===== config.mk =====
export PLATFORM = sky130hd
export DESIGN_NAME = substitution_cipher_translator_unit
export DESIGN_NICKNAME = d
export VERILOG_FILES = /design/src/sv/scit_pkg.sv /design/src/sv/scit_cell.sv /design/src/sv/substitution_cipher_translator_unit.sv
export SDC_FILE = /design/constraint.sdc
export NUM_CORES = 2
export LEC_CHECK = 0
export BUFFER_PORTS_ARGS = -buffer_cell sky130_fd_sc_hd__buf_2
export CORE_AREA = 5 5 257 259
export DETAILED_ROUTE_END_ITERATION = 8
export DIE_AREA = 0 0 262 264
export GPL_ROUTABILITY_DRIVEN = 0
export PLACE_DENSITY = 0.76
export SLEW_MARGIN = 30
export SYNTH_ARGS = -nofsm -noshare
export SYNTH_HDL_FRONTEND = slang
export SYNTH_SLANG_ARGS = --single-unit

===== constraint.sdc =====
create_clock -name i_clk -period 3.9 [get_ports i_clk]
set_input_delay 0.39 -clock i_clk [delete_from_list [all_inputs] [get_ports i_clk]]
set_output_delay 0.39 -clock i_clk [all_outputs]
set_load 0.005 [all_outputs]

===== src/sv/scit_pkg.sv =====
// ----------------------------------------------------------------------------
// scit_pkg: shared types and helpers for the substitution cipher translator
// Holds the token that walks the key cell chain, the ASCII letter bounds
// and the case helpers used at the chain entry and inside every cell.
// ----------------------------------------------------------------------------
package scit_pkg;

    localparam int ALPHA_LEN = 26;
    localparam int IDX_W     = 5;
    localparam int BYTE_W    = 8;

    localparam logic [BYTE_W-1:0] CHAR_LA = 8'h61;  // 'a'
    localparam logic [BYTE_W-1:0] CHAR_LZ = 8'h7A;  // 'z'
    localparam logic [BYTE_W-1:0] CHAR_UA = 8'h41;  // 'A'
    localparam logic [BYTE_W-1:0] CHAR_UZ = 8'h5A;  // 'Z'

    localparam logic ACT_KEY_WRITE = 1'b0;
    localparam logic ACT_TRANSLATE = 1'b1;
    localparam logic DIR_ENCODE    = 1'b0;
    localparam logic DIR_DECODE    = 1'b1;

    typedef struct packed {
        logic              valid;
        logic              write;   // key entry write
        logic              enc;     // encode lookup at cell idx
        logic              seek;    // decode search, first match wins
        logic [IDX_W-1:0]  idx;     // key index or alphabet index of text
        logic [BYTE_W-1:0] data;    // key letter for a write
        logic [BYTE_W-1:0] result;
        logic              sub;
    } t_token;

    function automatic logic is_lower(input logic [BYTE_W-1:0] c);
        return (c >= CHAR_LA) && (c <= CHAR_LZ);
    endfunction

    function automatic logic is_upper(input logic [BYTE_W-1:0] c);
        return (c >= CHAR_UA) && (c <= CHAR_UZ);
    endfunction

    function automatic logic [BYTE_W-1:0] to_lower(input logic [BYTE_W-1:0] c);
        return is_upper(c) ? (c - CHAR_UA + CHAR_LA) : c;
    endfunction

endpackage


===== src/sv/scit_cell.sv =====
// ----------------------------------------------------------------------------
// scit_cell: one key table entry of the translator chain
// Stores one key letter, applies a passing write, encode lookup or decode
// match to the token, and registers the token for the next cell.
// ----------------------------------------------------------------------------
module scit_cell (
    input  logic                          i_clk,
    input  logic                          i_rst_n,
    input  logic                          i_adv,
    input  logic [scit_pkg::IDX_W-1:0]    i_cell_idx,
    input  scit_pkg::t_token              i_tok,
    output scit_pkg::t_token              o_tok
);

    logic [scit_pkg::BYTE_W-1:0] r_key;
    scit_pkg::t_token            r_tok;
    scit_pkg::t_token            n_tok;
    logic                        hit_idx;

    assign hit_idx = (i_tok.idx == i_cell_idx);

    always_comb begin
        n_tok = i_tok;
        if (i_tok.valid && i_tok.enc && hit_idx) begin
            n_tok.result = r_key;
            n_tok.sub    = 1'b1;
        end
        // first match only: later cells see sub set and leave the beat alone
        if (i_tok.valid && i_tok.seek && !i_tok.sub &&
            (scit_pkg::to_lower(r_key) == i_tok.result)) begin
            n_tok.result = scit_pkg::CHAR_LA + {3'b000, i_cell_idx};
            n_tok.sub    = 1'b1;
        end
    end

    always_ff @(posedge i_clk) begin
        if (!i_rst_n) begin
            r_tok <= '0;
        end else if (i_adv) begin
            r_tok <= n_tok;
        end
    end

    always_ff @(posedge i_clk) begin
        if (i_adv && i_tok.valid && i_tok.write && hit_idx) begin
            r_key <= i_tok.data;
        end
    end

    assign o_tok = r_tok;

endmodule


===== src/sv/substitution_cipher_translator_unit.sv =====
// ----------------------------------------------------------------------------
// substitution_cipher_translator_unit: monoalphabetic substitution translator
// A beat enters every cycle unless the chain holds, and walks a chain of 26 registered key cells.
// Path: an accepted beat passes the 26 cell registers, then the output register.
// Throughput: one beat per cycle; the whole chain holds while a result stalls.
// Reset: synchronous active low; clears direction and chain valids, key table
// contents stay undefined until written.
// ----------------------------------------------------------------------------
module substitution_cipher_translator_unit (
    input  logic                          i_clk,
    input  logic                          i_rst_n,
    // input channel
    input  logic                          i_valid,
    output logic                          o_stall,
    input  logic                          i_action,
    input  logic [scit_pkg::IDX_W-1:0]    i_key_index,
    input  logic [scit_pkg::BYTE_W-1:0]   i_key_letter,
    input  logic [scit_pkg::BYTE_W-1:0]   i_text_byte,
    // result channel
    output logic                          o_valid,
    input  logic                          i_stall,
    output logic [scit_pkg::BYTE_W-1:0]   o_result_byte,
    output logic                          o_substituted,
    // configuration channel
    input  logic                          i_cfg_valid,
    output logic                          o_cfg_ready,
    input  logic                          i_cfg_data
);

    logic                        r_direction;
    logic                        r_out_valid;
    logic [scit_pkg::BYTE_W-1:0] r_out_byte;
    logic                        r_out_sub;
    logic                        adv;
    logic                        is_letter;
    logic                        is_xlat;
    logic                        is_dec;
    logic [scit_pkg::BYTE_W-1:0] lc_byte;
    logic [scit_pkg::BYTE_W-1:0] alpha_off;
    scit_pkg::t_token            w_tok [0:scit_pkg::ALPHA_LEN];

    // advance the chain unless a finished result is held
    assign adv         = !(r_out_valid && i_stall);
    assign o_stall     = !adv;
    assign o_cfg_ready = 1'b1;

    always_ff @(posedge i_clk) begin
        if (!i_rst_n) begin
            r_direction <= scit_pkg::DIR_ENCODE;
        end else if (i_cfg_valid) begin
            r_direction <= i_cfg_data;
        end
    end

    assign lc_byte   = scit_pkg::to_lower(i_text_byte);
    assign is_letter = scit_pkg::is_lower(i_text_byte) || scit_pkg::is_upper(i_text_byte);
    assign alpha_off = lc_byte - scit_pkg::CHAR_LA;
    assign is_xlat   = (i_action == scit_pkg::ACT_TRANSLATE);
    assign is_dec    = (r_direction == scit_pkg::DIR_DECODE);

    always_comb begin
        w_tok[0].valid  = i_valid;
        w_tok[0].write  = (i_action == scit_pkg::ACT_KEY_WRITE);
        w_tok[0].enc    = is_xlat && !is_dec && is_letter;
        w_tok[0].seek   = is_xlat && is_dec && scit_pkg::is_lower(lc_byte);
        w_tok[0].idx    = is_xlat ? alpha_off[scit_pkg::IDX_W-1:0] : i_key_index;
        w_tok[0].data   = i_key_letter;
        w_tok[0].result = is_dec ? lc_byte : i_text_byte;
        w_tok[0].sub    = 1'b0;
    end

    for (genvar g = 0; g < scit_pkg::ALPHA_LEN; g++) begin : g_cell
        scit_cell u_cell (
            .i_clk      (i_clk),
            .i_rst_n    (i_rst_n),
            .i_adv      (adv),
            .i_cell_idx (scit_pkg::IDX_W'(g)),
            .i_tok      (w_tok[g]),
            .o_tok      (w_tok[g+1])
        );
    end

    // drop key writes at the chain end; only translations yield a result
    always_ff @(posedge i_clk) begin
        if (!i_rst_n) begin
            r_out_valid <= 1'b0;
        end else if (adv) begin
            r_out_valid <= w_tok[scit_pkg::ALPHA_LEN].valid &&
                           !w_tok[scit_pkg::ALPHA_LEN].write;
        end
    end

    always_ff @(posedge i_clk) begin
        if (adv) begin
            r_out_byte <= w_tok[scit_pkg::ALPHA_LEN].result;
            r_out_sub  <= w_tok[scit_pkg::ALPHA_LEN].sub;
        end
    end

    assign o_valid       = r_out_valid;
    assign o_result_byte = r_out_byte;
    assign o_substituted = r_out_sub;

endmodule


== Word-level counts from Yosys, hierarchy flattened ==
Cells that the tools add are included.
Storage, ports and cells
  flip-flop bits (word level): 880
  bits in latches: 0
  RAM bits: 0
  memory bits (read-only): 0
  output and inout bits: 12
  logic and storage cells: 752
  memories kept: 0
Operators by class
  add/sub/neg operators: 55
  multipliers: 0
  div/mod/pow operators: 0
  order comparisons: 58
  equal/unequal tests: 51
  shift operators: 0
  mux-type cells: 81
  bitwise gates (word level): 1
  reductions and logical operators: 272
Operator list (count)
  2-to-1 mux 9 bit: 52
  logical AND 1 bit: 242
  >= comparator 8 x 7 -> 1 bit, second input constant: 29
  less-or-equal comparator 8 x 7 -> 1 bit, second input constant: 29
  2-to-1 mux 8 bit: 28
  adder 8 x 7 -> 8 bit, second input constant: 27
  subtractor 8 x 7 -> 8 bit, second input constant: 27
  == test 8 bit: 26
  == test 5 bit, second input constant: 10
  == test 5 x 4 -> 1 bit, second input constant: 8
  zero test 1 bit: 28
  == test 5 x 3 -> 1 bit, second input constant: 4
  == test 5 x 2 -> 1 bit, second input constant: 2
  == test 5 x 1 -> 1 bit, second input constant: 1
  zero test 5 bit: 1
  2-to-1 mux 5 bit: 1
  subtractor 5 x 1 -> 5 bit, second input constant: 1
  logical OR 1 bit: 1
  NOT 1 bit: 1

== Depth between registers and ports, before layout ==
  word-level depth: 9
  mapped depth: 10
  mapped depth without buffers: 9

== Hierarchy ==
From an unflattened synthesis, not the netlist that was laid out.
Second synthesis, totals
  cells, all modules: 4283
  area total of the unflattened synthesis: 48017.3 um^2
Modules (own cells, without submodules)
  scit_cell: times used 26, cells an instance 162, area an instance 1819.2 um^2, sequential area each 760.7 um^2
  substitution_cipher_translator_unit: times used 1, cells an instance 71, area an instance 716.9 um^2, sequential area each 310.3 um^2

== Worst setup path after synthesis ==
No wires, ideal clock.
  path kind: input to register
  start: in i_text_byte[0] in the netlist's numbering
  end: reg g_cell[0].u_cell.r_key[0] in the netlist's numbering, enable pin
  setup time: 385 ps
  arrival: 2475 ps
  path slack: 1039 ps
  stages on the path: 7
  path buffers: 0
  path through: inv_1 -> ha_1 -> or3b_4 -> xor2_1 -> a21oi_1 -> nor3_1 -> nor3b_1
On the way
  longest elaborated chain between the ends: 7
  elaborated cells on any way between the ends: 10
  classes of those cells: add/sub (3); order compare (2); mux (2); reduce/logical (3)
RTL lines
  from (decl): RTL line substitution_cipher_translator_unit.sv:18  | input logic [scit_pkg::BYTE_W-1:0] i_text_byte,
  subtractor 8 x 7 -> 8 bit (tied with other cells): RTL line scit_pkg.sv:42  | return is_upper(c) ? (c - CHAR_UA + CHAR_LA) : c;
  adder 8 x 7 -> 8 bit / logical AND 1 bit (equally long branches): RTL line scit_pkg.sv:42, scit_pkg.sv:38
  2-to-1 mux 8 bit (*): RTL line scit_pkg.sv:42
  subtractor 5 x 1 -> 5 bit (*): RTL line substitution_cipher_translator_unit.sv:57  | assign alpha_off = lc_byte - scit_pkg::CHAR_LA;
  2-to-1 mux 5 bit (*): RTL line substitution_cipher_translator_unit.sv:66  | w_tok[0].idx = is_xlat ? alpha_off[scit_pkg::IDX_W-1:0] : i_key_index;
  zero test 5 bit (*): RTL line scit_cell.sv:20  | assign hit_idx = (i_tok.idx == i_cell_idx);
  logical AND 1 bit (*): RTL line scit_cell.sv:45  | if (i_adv && i_tok.valid && i_tok.write && hit_idx) begin
  to (signal assigned): RTL line scit_cell.sv:46  | r_key <= i_tok.data;
  to (decl): RTL line scit_cell.sv:15  | logic [scit_pkg::BYTE_W-1:0] r_key;
Mark *: on every way between the ends. The rest lies on a longest branch, timed or not.
A chain may end at the register's enable or synchronous reset.

== Worst setup path in the final report ==
  start: reg r_out_valid, in the netlist o_valid
  end: out o_stall
On the way
  longest elaborated chain between the ends: 1
RTL lines
  from (decl): RTL line substitution_cipher_translator_unit.sv:31  | logic r_out_valid;
  from (signal assigned): RTL line substitution_cipher_translator_unit.sv:88  | r_out_valid <= w_tok[scit_pkg::ALPHA_LEN].valid &&
  logical AND 1 bit: RTL line substitution_cipher_translator_unit.sv:43  | assign adv = !(r_out_valid && i_stall);
  to (decl): RTL line substitution_cipher_translator_unit.sv:14  | output logic o_stall,
Every way passes these cells.

==> results.txt <==
Cell taking the most area after synthesis -> dfxtp_1
Clock Skew -> 0.01478 ns
Worst IR drop on VDD -> 294.5 uV
Worst hold path cell count -> 3
Unrepaired setup endpoints after global routing -> no
# setup viols final -> 0
WL/cell -> 17.50 um
DR iter-0 viols -> 2218
Fmax -> 366.0 MHz
Clock Tree Buf Depth -> 3
Synth Flop Type -> dfxtp_1
Core area -> 0.06365 sq mm
Slew Limit Fails -> 0
Number of H-tree levels -> 3
Required @ worst endpoint -> 3.51 ns
Buf/Inv on CP -> 3
Reg2Reg Depth -> 7
Top Ports -> 40
Cells after Synth -> 3827
Share of cells above drive strength 1 -> 7.499%
Avg Vias per Cell -> 5.796
Cell variety after synth -> 64
Clk slew on worst S/H paths -> 0.06 ns
Worst-margin pin slew -> 1.030 ns
I/O Buffers -> 38
Final Cycle Share -> 70.05%
Pin count of the biggest net entering global routing -> 240
Vias in the first global route -> 26200
FILL cells -> 5188
Row cnt -> 93
Pwr Density -> 440.5 mW/mm^2
Outcome -> completed
Setup TNS -> 0 ns
Synth top area cells -> dfxtp_1 (35%), edfxtp_1 (17%), nand2_1 (9.7%)
Final #Nets -> 3836
Post-CTS Repair Setup Buffers -> 0
CTS buffer count -> 89
CP max stage cell -> inv_8
Synth Warn # -> 0
Crit start category -> flop
Tot Pwr -> 18.20 mW
Post-route minimum period -> 2.732 ns
Root Buffer -> clkbuf_16
Hold endpoint -> g_cell[0].u_cell.o_tok[25]
Die Wd -> 262 um
Worst reg-to-reg setup slack -> 1.23 ns
CTS tree -> done
Critical path capture point type -> output port
Synth top area share -> 35.37%
Crit Path Max Fanout -> 105
CTS resizes -> 0
Detailed Route WL -> 82400 um
Final setup margin -> 1.168 ns
Worst-case headroom to the max-slew limit -> 31.35%
Mapped Avg Cell Area -> 9.806 sq um
Antenna-violating nets left -> 0
GR Overflow Total -> 0
Number of synthesized register bits -> 880
Die Y -> 264 um
Hold Path Class -> input pin to flop
Fin cells -> 4709
Vias -> 27300
Starting Density -> 58.96%
Drt pass-1 iters -> 5
Die ar. -> 0.06917 sq mm
Area of the multi-input gates -> 0.01677 sq mm
Max cap viols -> 0
Worst-Skew Late Latency -> 0.63 ns
Worst r2r src -> g_cell[17].u_cell.r_key[1]
Post-synth EDFFs -> 217
Register area share after synthesis -> 52.73%
Mapped cell area -> 0.03753 sq mm
FF+latch area -> 0.01979 sq mm
Mapped Nets -> 3886
R2R Path End -> g_cell[17].u_cell.o_tok[3]
TritonCTS Sinks -> 880
Final HPWL DP -> 54270 um
Worst-case hold slack -> 0.04511 ns
Initial antenna violation count -> 0
Cell count after placement -> 4533
DRC viols -> 0
Kind of critical path -> flop to output port
First-pass GRT wire length -> 135900 um
Pleak -> 14.47 nW
Synth-to-Final Area Change -> 10.08%
Delay-heaviest family, CP -> buffers and inverters
Antenna Diode Count -> 0
Pre-CTS setup slack -> 0.8815 ns
CP Cell Sequence -> nand2_4 -> inv_8 -> buf_12 -> buf_2
Hold Fails Final Rpt -> 0
Hold Crit Start -> i_valid
Largest stage delay, worst path -> 0.50 ns
Crit path arrival time -> 2.34 ns
Synth async-reset ratio -> 0%
Gr usage total -> 23.40%
-- flip-flops by register name, indices dropped and copies added, names as in the netlist --
signal / count
g_cell.u_cell.o_tok: 661
g_cell.u_cell.r_key: 208
o_result_byte: 8
o_valid: 1
is_dec: 1
o_substituted: 1
-- per-layer routing --
| metal | global-route usage [%] | routed length, um |
|---|---|---|
| met5 | 0 | 0 |
| met1 | 34.49 | 38920 |
| met2 | 36.54 | 37680 |
| met3 | 3.240 | 4045 |
| met4 | 6.316 | 1761 |
-- stage by stage --
stage	utilization [%]	cell area, sq um
finish	64.90	41310
global route	64.90	41310
CTS	64.90	41310
detailed placement	60.15	38290
global placement	60.15	38290
floorplan	-	37530
-- timing repair --
item,in CTS,in global routing
hold buffers,8,0
endpoints found under the setup margin,0,0
endpoints found under the hold margin,10,0
-- worst reg2reg max path: stages (launching register included) --
cell and delay [ns]:
edfxtp_1 0.46, or3_1 0.37, o311ai_0 0.39, a311o_1 0.19, nand2_1 0.06, xor2_1 0.14, a31oi_1 0.68, a32o_1 0.31
-- cells in the mapped netlist, types with 23 or more instances --
master    number
nand2_1      965
mux2i_1      133
nor3b_1       23
mux2_2        74
and3_1        31
o31ai_1       34
a31oi_1       97
o21ai_0      146
a21oi_1      107
a21boi_0     435
xnor2_1      138
edfxtp_1     217
xor2_1        73
nor2_1        51
inv_1         41
ha_1          31
clkbuf_1     199
a32o_1        55
dfxtp_1      663
nand4_1       33
nor4_1        33
-- cell usage in the layout, fill, tap and decap left out, drive strengths merged, types with 18 or more instances in the layout --
| cell type | netlist | final |
|---|---|---|
| xnor2 | 138 | 138 |
| clkinv | 1 | 27 |
| a31oi | 97 | 97 |
| edfxtp | 217 | 217 |
| nor2b | 21 | 21 |
| mux2 | 74 | 74 |
| o311ai | 24 | 24 |
| a21boi | 435 | 435 |
| nand4 | 33 | 33 |
| a21oi | 107 | 107 |
| ha | 31 | 31 |
| xor2 | 73 | 73 |
| and3 | 33 | 33 |
| clkbuf | 199 | 130 |
| or3 | 20 | 20 |
| nor3 | 18 | 18 |
| buf | 14 | 64 |
| dfxtp | 663 | 663 |
| mux2i | 133 | 133 |
| nor2 | 51 | 51 |
| nor3b | 23 | 23 |
| o21ai | 147 | 147 |
| nand2 | 965 | 965 |
| a32o | 55 | 55 |
| o31ai | 34 | 34 |
| inv | 41 | 44 |
| nor4 | 33 | 33 |
| a22oi | 18 | 18 |
| a21o | 21 | 21 |
-- worst max path at each step --
stage                        start                   endpoint  slack, ns  cells past startpoint
global route               o_valid                    o_stall       1.03                      4
finish                     o_valid                    o_stall       1.17                      4
CTS                        o_valid                    o_stall       1.11                      4
global placement    i_text_byte[0]  g_cell[0].u_cell.o_tok[3]       0.98                     10
floorplan           i_text_byte[0]  g_cell[0].u_cell.r_key[0]       1.04                      7
detailed placement  i_text_byte[0]  g_cell[0].u_cell.o_tok[3]       0.88                     10
-- layout make-up --
class / instances / area share (%)
flip-flops and latches: 880 / 47.90
multi-input cells: 2692 / 40.59
clock buffers: 130 / 6.288
well taps: 855 / 2.590
repair buffers: 72 / 1.393
clock inverters: 38 / 0.8359
inverters: 42 / 0.3998
-- logic make-up (layout without fill, tap and decap cells) --
| family | Yosys count | in the layout | share of synthesized area [%] |
|---|---|---|---|
| adder cells (fa/ha/maj) | 31 | 31 | 1.034 |
| buffers and inverters | 255 | 282 | 2.611 |
| other | 1 | 1 | 0.009992 |
| AO/OA/AOI/OAI | 985 | 985 | 18.49 |
| XOR/XNOR | 211 | 211 | 4.924 |
| multiplexers | 207 | 207 | 5.768 |
| AND/OR/NAND/NOR | 1257 | 1257 | 14.43 |
| flip-flops | 880 | 880 | 52.73 |
-- report_power, final --
group	leakage [nW]	switching [mW]	internal, mW
Sequential	7.15	0.0449	9.35
Combinational	5.89	0.181	0.148
Clock	1.43	3.56	4.92
Total	14.5	3.78	14.4
No activity file was read; power rests on OpenSTA's default activity.
